[src/hdl/erx_pkg.sv]
// ----------------------------------------------------------------------------
// erx_pkg: shared definitions for the escaped frame receiver
// Holds the line byte codes, verdict codes, frame error codes and the result
// record that travels from the deframer to the output queue.
// ----------------------------------------------------------------------------
package erx_pkg;

   localparam int FRAME_MAX_DEFAULT = 256;

   // line byte codes
   localparam logic [7:0] BYTE_HEADER  = 8'hFF;
   localparam logic [7:0] BYTE_TRAILER = 8'hFE;
   localparam logic [7:0] BYTE_ESCAPE  = 8'hFD;
   localparam logic [7:0] ESC_CODE_FF  = 8'h00;
   localparam logic [7:0] ESC_CODE_FE  = 8'h01;
   localparam logic [7:0] ESC_CODE_FD  = 8'h02;

   // frame layout
   localparam int POS_RETURN   = 9;
   localparam int POS_COMMAND  = 10;
   localparam int POS_LENGTH   = 11;
   localparam int POS_PAYLOAD  = 12;

   // verdict codes
   localparam logic [2:0] VERDICT_GOOD     = 3'd0;
   localparam logic [2:0] VERDICT_ESCAPE   = 3'd1;
   localparam logic [2:0] VERDICT_SHORT    = 3'd2;
   localparam logic [2:0] VERDICT_CHECKSUM = 3'd3;
   localparam logic [2:0] VERDICT_RETURN   = 3'd4;
   localparam logic [2:0] VERDICT_COMMAND  = 3'd5;
   localparam logic [2:0] VERDICT_OVERFLOW = 3'd6;
   localparam logic [2:0] VERDICT_ABORTED  = 3'd7;

   // sticky frame error codes
   localparam logic [1:0] ERR_NONE     = 2'd0;
   localparam logic [1:0] ERR_ESCAPE   = 2'd1;
   localparam logic [1:0] ERR_OVERFLOW = 2'd2;

   localparam logic ITEM_PAYLOAD = 1'b0;
   localparam logic ITEM_VERDICT = 1'b1;

   typedef struct packed {
      logic       item_kind;
      logic [7:0] payload_byte;
      logic [2:0] verdict;
      logic       frame_last;
   } res_type;

endpackage

[src/hdl/escaped_frame_receiver.sv]
// ----------------------------------------------------------------------------
// escaped_frame_receiver: byte-stuffed frame deframer with XOR checksum
// Path: an accepted req beat is held in the input register, decoded by the deframer and written to the result queue.
// Throughput: one req beat per cycle while the result queue has room; the deframer decode
// between the input register and the two-entry result queue is combinational.
// Reset: synchronous, active high; hunts for a header, expected_command is 0.
// ----------------------------------------------------------------------------
module escaped_frame_receiver
   import erx_pkg::*;
#(
   parameter int MAX_FRAME = FRAME_MAX_DEFAULT
) (
   input  logic        clock,
   input  logic        reset,
   // received line bytes
   input  logic        req_tvalid,
   output logic        req_tready,
   input  logic [7:0]  req_tdata,   // [7:0] rx_byte
   // payload and verdict beats
   output logic        rsp_tvalid,
   input  logic        rsp_tready,
   output logic [15:0] rsp_tdata,   // [7:0] payload_byte, [10:8] verdict, [15:11] zero
   output logic        rsp_tuser,   // [0] item_kind
   output logic        rsp_tlast,   // frame_last
   // command register write
   input  logic        csr_valid,
   output logic        csr_ready,
   input  logic [7:0]  csr_data     // [7:0] expected_command
);

   // input register
   logic       in_vld_ff, in_vld_in;
   logic [7:0] in_byte_ff;
   logic [7:0] cmd_ff;

   logic       advance;
   logic       q_full;
   logic       res_valid;
   res_type    res_data;
   res_type    rsp_item;

   // Advance the held byte whenever the queue has a free slot; the byte may
   // yield no result, one payload byte, or one verdict.
   assign advance    = in_vld_ff && !q_full;
   assign req_tready = !in_vld_ff || !q_full;
   assign csr_ready  = 1'b1;

   always_comb begin
      in_vld_in = in_vld_ff;
      if (req_tvalid && req_tready) begin
         in_vld_in = 1'b1;
      end else if (advance) begin
         in_vld_in = 1'b0;
      end
   end

   always_ff @(posedge clock) begin
      if (req_tvalid && req_tready) begin
         in_byte_ff <= req_tdata;
      end
   end

   always_ff @(posedge clock) begin
      if (reset) begin
         in_vld_ff <= 1'b0;
         cmd_ff    <= 8'h00;
      end else begin
         in_vld_ff <= in_vld_in;
         if (csr_valid && csr_ready) begin
            cmd_ff <= csr_data;
         end
      end
   end

   erx_deframer #(
      .MAX_FRAME (MAX_FRAME)
   ) u_deframer (
      .clock            (clock),
      .reset            (reset),
      .in_valid         (advance),
      .in_byte          (in_byte_ff),
      .expected_command (cmd_ff),
      .res_valid        (res_valid),
      .res_data         (res_data)
   );

   erx_out_queue u_out_queue (
      .clock     (clock),
      .reset     (reset),
      .push      (res_valid),
      .push_data (res_data),
      .out_valid (rsp_tvalid),
      .out_ready (rsp_tready),
      .out_data  (rsp_item),
      .full      (q_full)
   );

   // pack the result beat
   assign rsp_tdata = {5'b0, rsp_item.verdict, rsp_item.payload_byte};
   assign rsp_tuser = rsp_item.item_kind;
   assign rsp_tlast = rsp_item.frame_last;

   // verdict beats always close a frame, payload beats never do
   a_last_matches_kind: assert property (@(posedge clock) disable iff (reset)
      rsp_tvalid |-> (rsp_tlast == rsp_tuser))
      else $error("tlast does not match item kind");

   // payload beats carry a zero verdict
   a_payload_verdict_zero: assert property (@(posedge clock) disable iff (reset)
      rsp_tvalid && !rsp_tuser |-> (rsp_tdata[10:8] == VERDICT_GOOD))
      else $error("payload beat with nonzero verdict");

   // the input side stalls only when a byte waits on a full queue
   a_stall_only_when_full: assert property (@(posedge clock) disable iff (reset)
      !req_tready |-> (in_vld_ff && q_full && rsp_tvalid))
      else $error("input stalled without a full result queue");

   // a held byte with room in the queue is consumed next cycle unless replaced
   a_held_byte_moves: assert property (@(posedge clock) disable iff (reset)
      advance && !req_tvalid |=> !in_vld_ff)
      else $error("held byte not consumed");

endmodule

[src/hdl/erx_deframer.sv]
// ----------------------------------------------------------------------------
// erx_deframer: frame state and per-byte decode
// Hunts for the header, removes escapes, tracks position, checksum and header
// fields, and produces at most one result per byte.
// ----------------------------------------------------------------------------
module erx_deframer
   import erx_pkg::*;
#(
   parameter int MAX_FRAME = FRAME_MAX_DEFAULT
) (
   input  logic       clock,
   input  logic       reset,
   input  logic       in_valid,
   input  logic [7:0] in_byte,
   input  logic [7:0] expected_command,
   output logic       res_valid,
   output res_type    res_data
);

   localparam int POS_W = $clog2(MAX_FRAME);
   localparam int CMP_W = 10;
   localparam logic [POS_W-1:0] POS_LIMIT = POS_W'(MAX_FRAME - 1);

   logic             in_frame_ff,  in_frame_in;
   logic             esc_ff,       esc_in;
   logic [POS_W-1:0] pos_ff,       pos_in;
   logic [7:0]       xor_ff,       xor_in;
   logic [7:0]       held_ff,      held_in;
   logic             held_vld_ff,  held_vld_in;
   logic [7:0]       len_ff,       len_in;
   logic             ret_bad_ff,   ret_bad_in;
   logic             cmd_bad_ff,   cmd_bad_in;
   logic [1:0]       err_ff,       err_in;

   logic             take;
   logic [7:0]       take_byte;
   logic [CMP_W-1:0] pos_ext;
   logic [CMP_W-1:0] held_pos;
   logic [CMP_W-1:0] payload_end;
   logic [CMP_W-1:0] payload_end_cur;
   logic [2:0]       judged;

   assign pos_ext         = CMP_W'(pos_ff);
   assign held_pos        = pos_ext - CMP_W'(1);
   assign payload_end_cur = CMP_W'(POS_PAYLOAD) + CMP_W'(len_ff);

   always_comb begin
      if (esc_ff || err_ff == ERR_ESCAPE) begin
         judged = VERDICT_ESCAPE;
      end else if (err_ff == ERR_OVERFLOW) begin
         judged = VERDICT_OVERFLOW;
      end else if (!held_vld_ff || held_pos < payload_end_cur) begin
         judged = VERDICT_SHORT;
      end else if (xor_ff != held_ff) begin
         judged = VERDICT_CHECKSUM;
      end else if (ret_bad_ff) begin
         judged = VERDICT_RETURN;
      end else if (cmd_bad_ff) begin
         judged = VERDICT_COMMAND;
      end else begin
         judged = VERDICT_GOOD;
      end
   end

   always_comb begin
      in_frame_in = in_frame_ff;
      esc_in      = esc_ff;
      pos_in      = pos_ff;
      xor_in      = xor_ff;
      held_in     = held_ff;
      held_vld_in = held_vld_ff;
      len_in      = len_ff;
      ret_bad_in  = ret_bad_ff;
      cmd_bad_in  = cmd_bad_ff;
      err_in      = err_ff;
      res_valid   = 1'b0;
      res_data    = '0;
      take        = 1'b0;
      take_byte   = in_byte;
      payload_end = payload_end_cur;

      if (in_valid) begin
         if (in_byte == BYTE_HEADER || (in_frame_ff && in_byte == BYTE_TRAILER)) begin
            if (in_byte == BYTE_HEADER) begin
               res_valid = in_frame_ff;
               res_data  = '{ITEM_VERDICT, 8'h00, VERDICT_ABORTED, 1'b1};
            end else begin
               res_valid = 1'b1;
               res_data  = '{ITEM_VERDICT, 8'h00, judged, 1'b1};
            end
            in_frame_in = (in_byte == BYTE_HEADER);
            esc_in      = 1'b0;
            pos_in      = (in_byte == BYTE_HEADER) ? POS_W'(1) : '0;
            xor_in      = '0;
            held_in     = '0;
            held_vld_in = 1'b0;
            len_in      = '0;
            ret_bad_in  = 1'b0;
            cmd_bad_in  = 1'b0;
            err_in      = ERR_NONE;
         end else if (in_frame_ff && err_ff == ERR_NONE) begin
            if (esc_ff) begin
               esc_in = 1'b0;
               unique case (in_byte)
                  ESC_CODE_FF: begin take = 1'b1; take_byte = BYTE_HEADER;  end
                  ESC_CODE_FE: begin take = 1'b1; take_byte = BYTE_TRAILER; end
                  ESC_CODE_FD: begin take = 1'b1; take_byte = BYTE_ESCAPE;  end
                  default:     err_in = ERR_ESCAPE;
               endcase
            end else if (in_byte == BYTE_ESCAPE) begin
               esc_in = 1'b1;
            end else begin
               take = 1'b1;
            end

            if (take) begin
               if (pos_ff >= POS_LIMIT) begin
                  err_in = ERR_OVERFLOW;
               end else begin
                  if (pos_ext == CMP_W'(POS_RETURN) && take_byte != 8'h00) begin
                     ret_bad_in = 1'b1;
                  end
                  if (pos_ext == CMP_W'(POS_COMMAND) && take_byte != expected_command) begin
                     cmd_bad_in = 1'b1;
                  end
                  if (pos_ext == CMP_W'(POS_LENGTH)) begin
                     len_in = take_byte;
                  end
                  payload_end = CMP_W'(POS_PAYLOAD) + CMP_W'(len_in);
                  if (held_vld_ff) begin
                     xor_in = xor_ff ^ held_ff;
                     if (held_pos >= CMP_W'(POS_PAYLOAD) && held_pos < payload_end) begin
                        res_valid = 1'b1;
                        res_data  = '{ITEM_PAYLOAD, held_ff, VERDICT_GOOD, 1'b0};
                     end
                  end
                  held_in     = take_byte;
                  held_vld_in = 1'b1;
                  pos_in      = pos_ff + POS_W'(1);
               end
            end
         end
      end
   end

   always_ff @(posedge clock) begin
      if (reset) begin
         in_frame_ff <= 1'b0;
         esc_ff      <= 1'b0;
         pos_ff      <= '0;
         xor_ff      <= '0;
         held_ff     <= '0;
         held_vld_ff <= 1'b0;
         len_ff      <= '0;
         ret_bad_ff  <= 1'b0;
         cmd_bad_ff  <= 1'b0;
         err_ff      <= ERR_NONE;
      end else begin
         in_frame_ff <= in_frame_in;
         esc_ff      <= esc_in;
         pos_ff      <= pos_in;
         xor_ff      <= xor_in;
         held_ff     <= held_in;
         held_vld_ff <= held_vld_in;
         len_ff      <= len_in;
         ret_bad_ff  <= ret_bad_in;
         cmd_bad_ff  <= cmd_bad_in;
         err_ff      <= err_in;
      end
   end

endmodule

[src/hdl/erx_out_queue.sv]
// ----------------------------------------------------------------------------
// erx_out_queue: two-entry result queue
// Two slots with read and write pointers; full comes from the registered count so the result side never
// reaches back into the input handshake.
// ----------------------------------------------------------------------------
module erx_out_queue
   import erx_pkg::*;
(
   input  logic    clock,
   input  logic    reset,
   input  logic    push,
   input  res_type push_data,
   output logic    out_valid,
   input  logic    out_ready,
   output res_type out_data,
   output logic    full
);

   res_type    slot_ff [2];
   logic       wr_ptr_ff, wr_ptr_in;
   logic       rd_ptr_ff, rd_ptr_in;
   logic [1:0] count_ff,  count_in;
   logic       pop;

   assign out_valid = (count_ff != 2'd0);
   assign out_data  = slot_ff[rd_ptr_ff];
   assign full      = (count_ff == 2'd2);
   assign pop       = out_valid && out_ready;

   always_comb begin
      wr_ptr_in = push ? ~wr_ptr_ff : wr_ptr_ff;
      rd_ptr_in = pop  ? ~rd_ptr_ff : rd_ptr_ff;
      count_in  = count_ff + {1'b0, push} - {1'b0, pop};
   end

   always_ff @(posedge clock) begin
      if (push) begin
         slot_ff[wr_ptr_ff] <= push_data;
      end
   end

   always_ff @(posedge clock) begin
      if (reset) begin
         wr_ptr_ff <= 1'b0;
         rd_ptr_ff <= 1'b0;
         count_ff  <= 2'd0;
      end else begin
         wr_ptr_ff <= wr_ptr_in;
         rd_ptr_ff <= rd_ptr_in;
         count_ff  <= count_in;
      end
   end

endmodule

[config.mk]
export PLATFORM = sky130hd
export DESIGN_NAME = escaped_frame_receiver
export DESIGN_NICKNAME = d
export VERILOG_FILES = /design/src/hdl/erx_pkg.sv /design/src/hdl/escaped_frame_receiver.sv /design/src/hdl/erx_deframer.sv /design/src/hdl/erx_out_queue.sv
export SDC_FILE = /design/constraint.sdc
export NUM_CORES = 1
export LEC_CHECK = 0
export ABC_AREA = 1
export BUFFER_PORTS_ARGS = -buffer_cell sky130_fd_sc_hd__buf_2
export CAP_MARGIN = 15
export CELL_PAD_IN_SITES_DETAIL_PLACEMENT = 0
export CELL_PAD_IN_SITES_GLOBAL_PLACEMENT = 2
export CORE_AREA = 10 10 127 129
export CTS_CLUSTER_SIZE = 20
export DETAILED_ROUTE_END_ITERATION = 12
export DIE_AREA = 0 0 137 139
export GPL_TIMING_DRIVEN = 0
export PLACE_DENSITY_LB_ADDON = 0.1
export SYNTH_ARGS = -nofsm -noshare
export SYNTH_HDL_FRONTEND = slang
export SYNTH_SLANG_ARGS = --single-unit
export TNS_END_PERCENT = 20
[constraint.sdc]
create_clock -name clock -period 4.2 [get_ports clock]
set_input_delay 0.84 -clock clock [delete_from_list [all_inputs] [get_ports clock]]
set_output_delay 0.84 -clock clock [all_outputs]
set_load 0.01 [all_outputs]
==> results.sh <==
export IMPL_vias=3794
export IMPL_use_met1=0.170
export IMPL_cts_buffer_depth=2
export IMPL_clock_sinks=85
export IMPL_crit_path_max_fanout=10
export IMPL_startpoint_type="register"
export IMPL_grt_max_degree=17
export IMPL_critPathMaxStageDelay_ns=0.49
export IMPL_arrival_ns=4.03
export IMPL_crit_slowest_cell="dfxtp_1"
export IMPL_core_area_um2=13700
export IMPL_synth_edf_count=32
export IMPL_critPathKind="reg2reg"
export IMPL_hold_viol=0
export IMPL_reg2reg_slack_ns=0.41
export IMPL_track_usage=0.131
export IMPL_skew_ns=0.00842
export IMPL_clock_root_buffer="clkbuf_16"
export IMPL_power_density_nw_per_um2=331
export IMPL_end_kind="register"
export IMPL_finalSetupViolations=0
export IMPL_layout_drive_gt1_share=0.199
export IMPL_setup_tns_ns=0
export IMPL_postSynthAreaPerCell_um2=8.37
export IMPL_hold_end="u_out_queue.rd_ptr_ff$_SDFFE_PP0P_"
export IMPL_viasPerCell=4.70
export IMPL_met2_usage=0.210
export IMPL_r2r_start="u_deframer.pos_ff[0]$_SDFFE_PP0P_"
export IMPL_busiest_layer="met2"
export IMPL_grt_pass1_wl_mm=19.5
export IMPL_hold_path_startpoint="u_out_queue.rd_ptr_ff$_SDFFE_PP0P_"
export IMPL_grt_pass1_vias=3792
export IMPL_clkSlewWorstSetupHoldPaths_ns=0.07
export IMPL_final_common_cell="nand2_1"
export IMPL_nets=664
export IMPL_dieArea_um2=19000
export IMPL_syn2layout_area_growth_pct=15.2
export IMPL_dp_hpwl_mm=9.45
export IMPL_drc=0
export IMPL_rsz0062_at_grt="false"
export IMPL_syn_area_um2=4790
export IMPL_start_util=0.350
export IMPL_final_util=0.403
export IMPL_postCtsHoldBufs=0
export IMPL_fin_cells=807
export IMPL_ctsHtreeMaxLevel=3
export IMPL_postRouteWirelength_mm=12.0
export IMPL_mostFrequentLayoutCells="nand2_1, inv_1, nor2_1, dfxtp_1, a21oi_1"
export IMPL_antenna_cells=0
export IMPL_die_height_um=139
export IMPL_ys_flop_type="dfxtp_1"
export IMPL_async_flop_share=0
export IMPL_cts_tree="built"
export IMPL_num_rows=43
export IMPL_ys_seq_area_frac=0.422
export IMPL_min_period_ns=3.79
export IMPL_crit_chain="ha_1 > nand3_4 > nor2_8 > inv_4 > o21ai_4 > nand2_2 > nand3_2 > nand2_1 > ha_1 > inv_1 > nor3_1 > a211oi_1 > nand2_1 > nand2_1 > nand2_1 > nand2_2 > nand2_4 > nand2_2 > nand2_1 > inv_1 > ha_1 > xor2_1 > o21ai_0 > a21oi_1"
export IMPL_use_met3=0.0250
export IMPL_r2r_end="u_out_queue.count_ff[1]$_SDFF_PP0_"
export IMPL_gp_congestion=0.817
export IMPL_die_w_um=137
export IMPL_post_place_ws_ns=-0.0520
export IMPL_crit_buf_inv=3
export IMPL_cp_common_cell="nand2_1"
export IMPL_antenna_found_initial=0
export IMPL_leakage_nw=2.34
export IMPL_wl_per_cell_um=14.9
export IMPL_max_freq_mhz=264
export IMPL_max_cap_viol_count=0
export IMPL_slew_headroom=0.408
export IMPL_io_buffer_count=35
export IMPL_tightest_slew_ns=0.876
export IMPL_yosysWarnings=0
export IMPL_min_path_cells=1
export IMPL_grt_overflow=0
export IMPL_io_pins=42
export IMPL_hold_path_class="reg2reg"
export IMPL_reg2regPathDepth=24
export IMPL_vdd_drop_max_v=0.000212
export IMPL_ant_nets=0
export IMPL_critical_path_required_ns=4.43
export IMPL_placed_cells=791
export IMPL_setup_slack_ns=0.407
export IMPL_drv_slew=0
export IMPL_crit_family="simple AND/OR/NAND/NOR gates"
export IMPL_ys_seq_elements=85
export IMPL_run_status="completed"
export IMPL_syn_instance_count=572
export IMPL_timing_final_crit_share=0.903
export IMPL_holdWs_ns=0.452
export IMPL_first_pass_iters=4
export IMPL_cts_made_buffers=9
export IMPL_synth_cell_types=56
export IMPL_post_cts_buffers=0
export IMPL_insertion_delay_ns=0.35
export IMPL_cts_resized=1
export IMPL_drt_iter0_drc=197
[power breakdown]
group	total, mW	switching, mW	internal [mW]
combinational	0.112	0.0706	0.0418
sequential	0.880	0.0132	0.867
clock	0.835	0.364	0.471
[per-layer routing]
metal | vias to the layer above | wire, µm
li1 | 1982 | -
met1 | 1746 | 5930
met2 | 52 | 5640
met3 | 14 | 307
met4 | 0 | 152
met5 | - | 0
[per-stage QoR]
step           power [mW]  cell area, µm²
2_1_floorplan       0.972            4800
6_report             1.83            5510
5_1_grt              1.90            5510
3_3_place_gp         1.01            5200
3_5_place_dp         1.01            5200
4_1_cts              1.85            5510
[synthesized netlist by cell type (8+ instances only)]
cell	count	share of area
edfxtp_1	32	0.20
ha_1	21	0.055
o21ai_0	17	0.018
inv_2	9	0.0071
dfxtp_1	53	0.22
nor3_1	10	0.010
xor2_1	19	0.035
a22oi_1	8	0.013
xnor2_1	10	0.018
a21oi_1	39	0.041
buf_4	9	0.014
nor2_1	63	0.049
nand3_1	17	0.018
mux2_2	12	0.028
inv_1	67	0.053
nand2_2	12	0.016
nand2_1	101	0.079
[worst max path at each step]
stage | depth (start not counted) | slack, ns | endpoint | from
final | 24 | 0.41 | u_out_queue.count_ff[1]$_SDFF_PP0_ | u_deframer.pos_ff[0]$_SDFFE_PP0P_
after global routing | 24 | 0.11 | u_out_queue.count_ff[1]$_SDFF_PP0_ | u_deframer.pos_ff[0]$_SDFFE_PP0P_
after CTS | 20 | 0.24 | u_out_queue.slot_ff[0][2]$_DFFE_PP_ | u_deframer.pos_ff[0]$_SDFFE_PP0P_
after detailed placement | 20 | -0.05 | u_out_queue.slot_ff[0][6]$_DFFE_PP_ | u_deframer.pos_ff[0]$_SDFFE_PP0P_
after global placement | 20 | -0.03 | u_out_queue.slot_ff[0][6]$_DFFE_PP_ | u_deframer.pos_ff[0]$_SDFFE_PP0P_
after floorplan | 20 | 0.79 | u_out_queue.slot_ff[0][0]$_DFFE_PP_ | u_deframer.pos_ff[0]$_SDFFE_PP0P_
[registers in the layout, indices dropped and copies added, names as in the netlist, named ones only]
register,flops
in_byte_ff,8
u_deframer.len_ff,8
u_out_queue.count_ff,2
u_deframer.in_frame_ff,1
u_deframer.held_vld_ff,1
u_deframer.xor_ff,8
u_deframer.held_ff,8
u_deframer.pos_ff,8
cmd_ff,8
u_deframer.cmd_bad_ff,1
u_out_queue.slot_ff,24
u_out_queue.wr_ptr_ff,1
u_deframer.err_ff,2
u_out_queue.rd_ptr_ff,1
in_vld_ff,1
u_deframer.esc_ff,1
u_deframer.ret_bad_ff,1
[cell families after synthesis]
| kind of cell | Yosys count | synth area share |
|---|---|---|
| adders and majority gates | 21 | 0.0549 |
| xor gates and xnor gates | 29 | 0.0531 |
| AOI/OAI and AO/OA | 91 | 0.120 |
| DFF | 85 | 0.422 |
| muxes | 12 | 0.0282 |
| buffers and inverters | 98 | 0.0871 |
| other | 2 | 0.00157 |
| and+or+nand+nor | 234 | 0.232 |
[cell type report]
class                           count  area (µm²)
Buffer                             19         118
Clock buffer                        9         225
Clock inverter                      7        80.1
Fill cell                        1436        8150
Inverter                           79         299
Multi-Input combinational cell    393        2370
Sequential cell                    85        2020
Tap cell                          180         225
Timing Repair Buffer               35         175
Power figures use the tool's default switching activity.
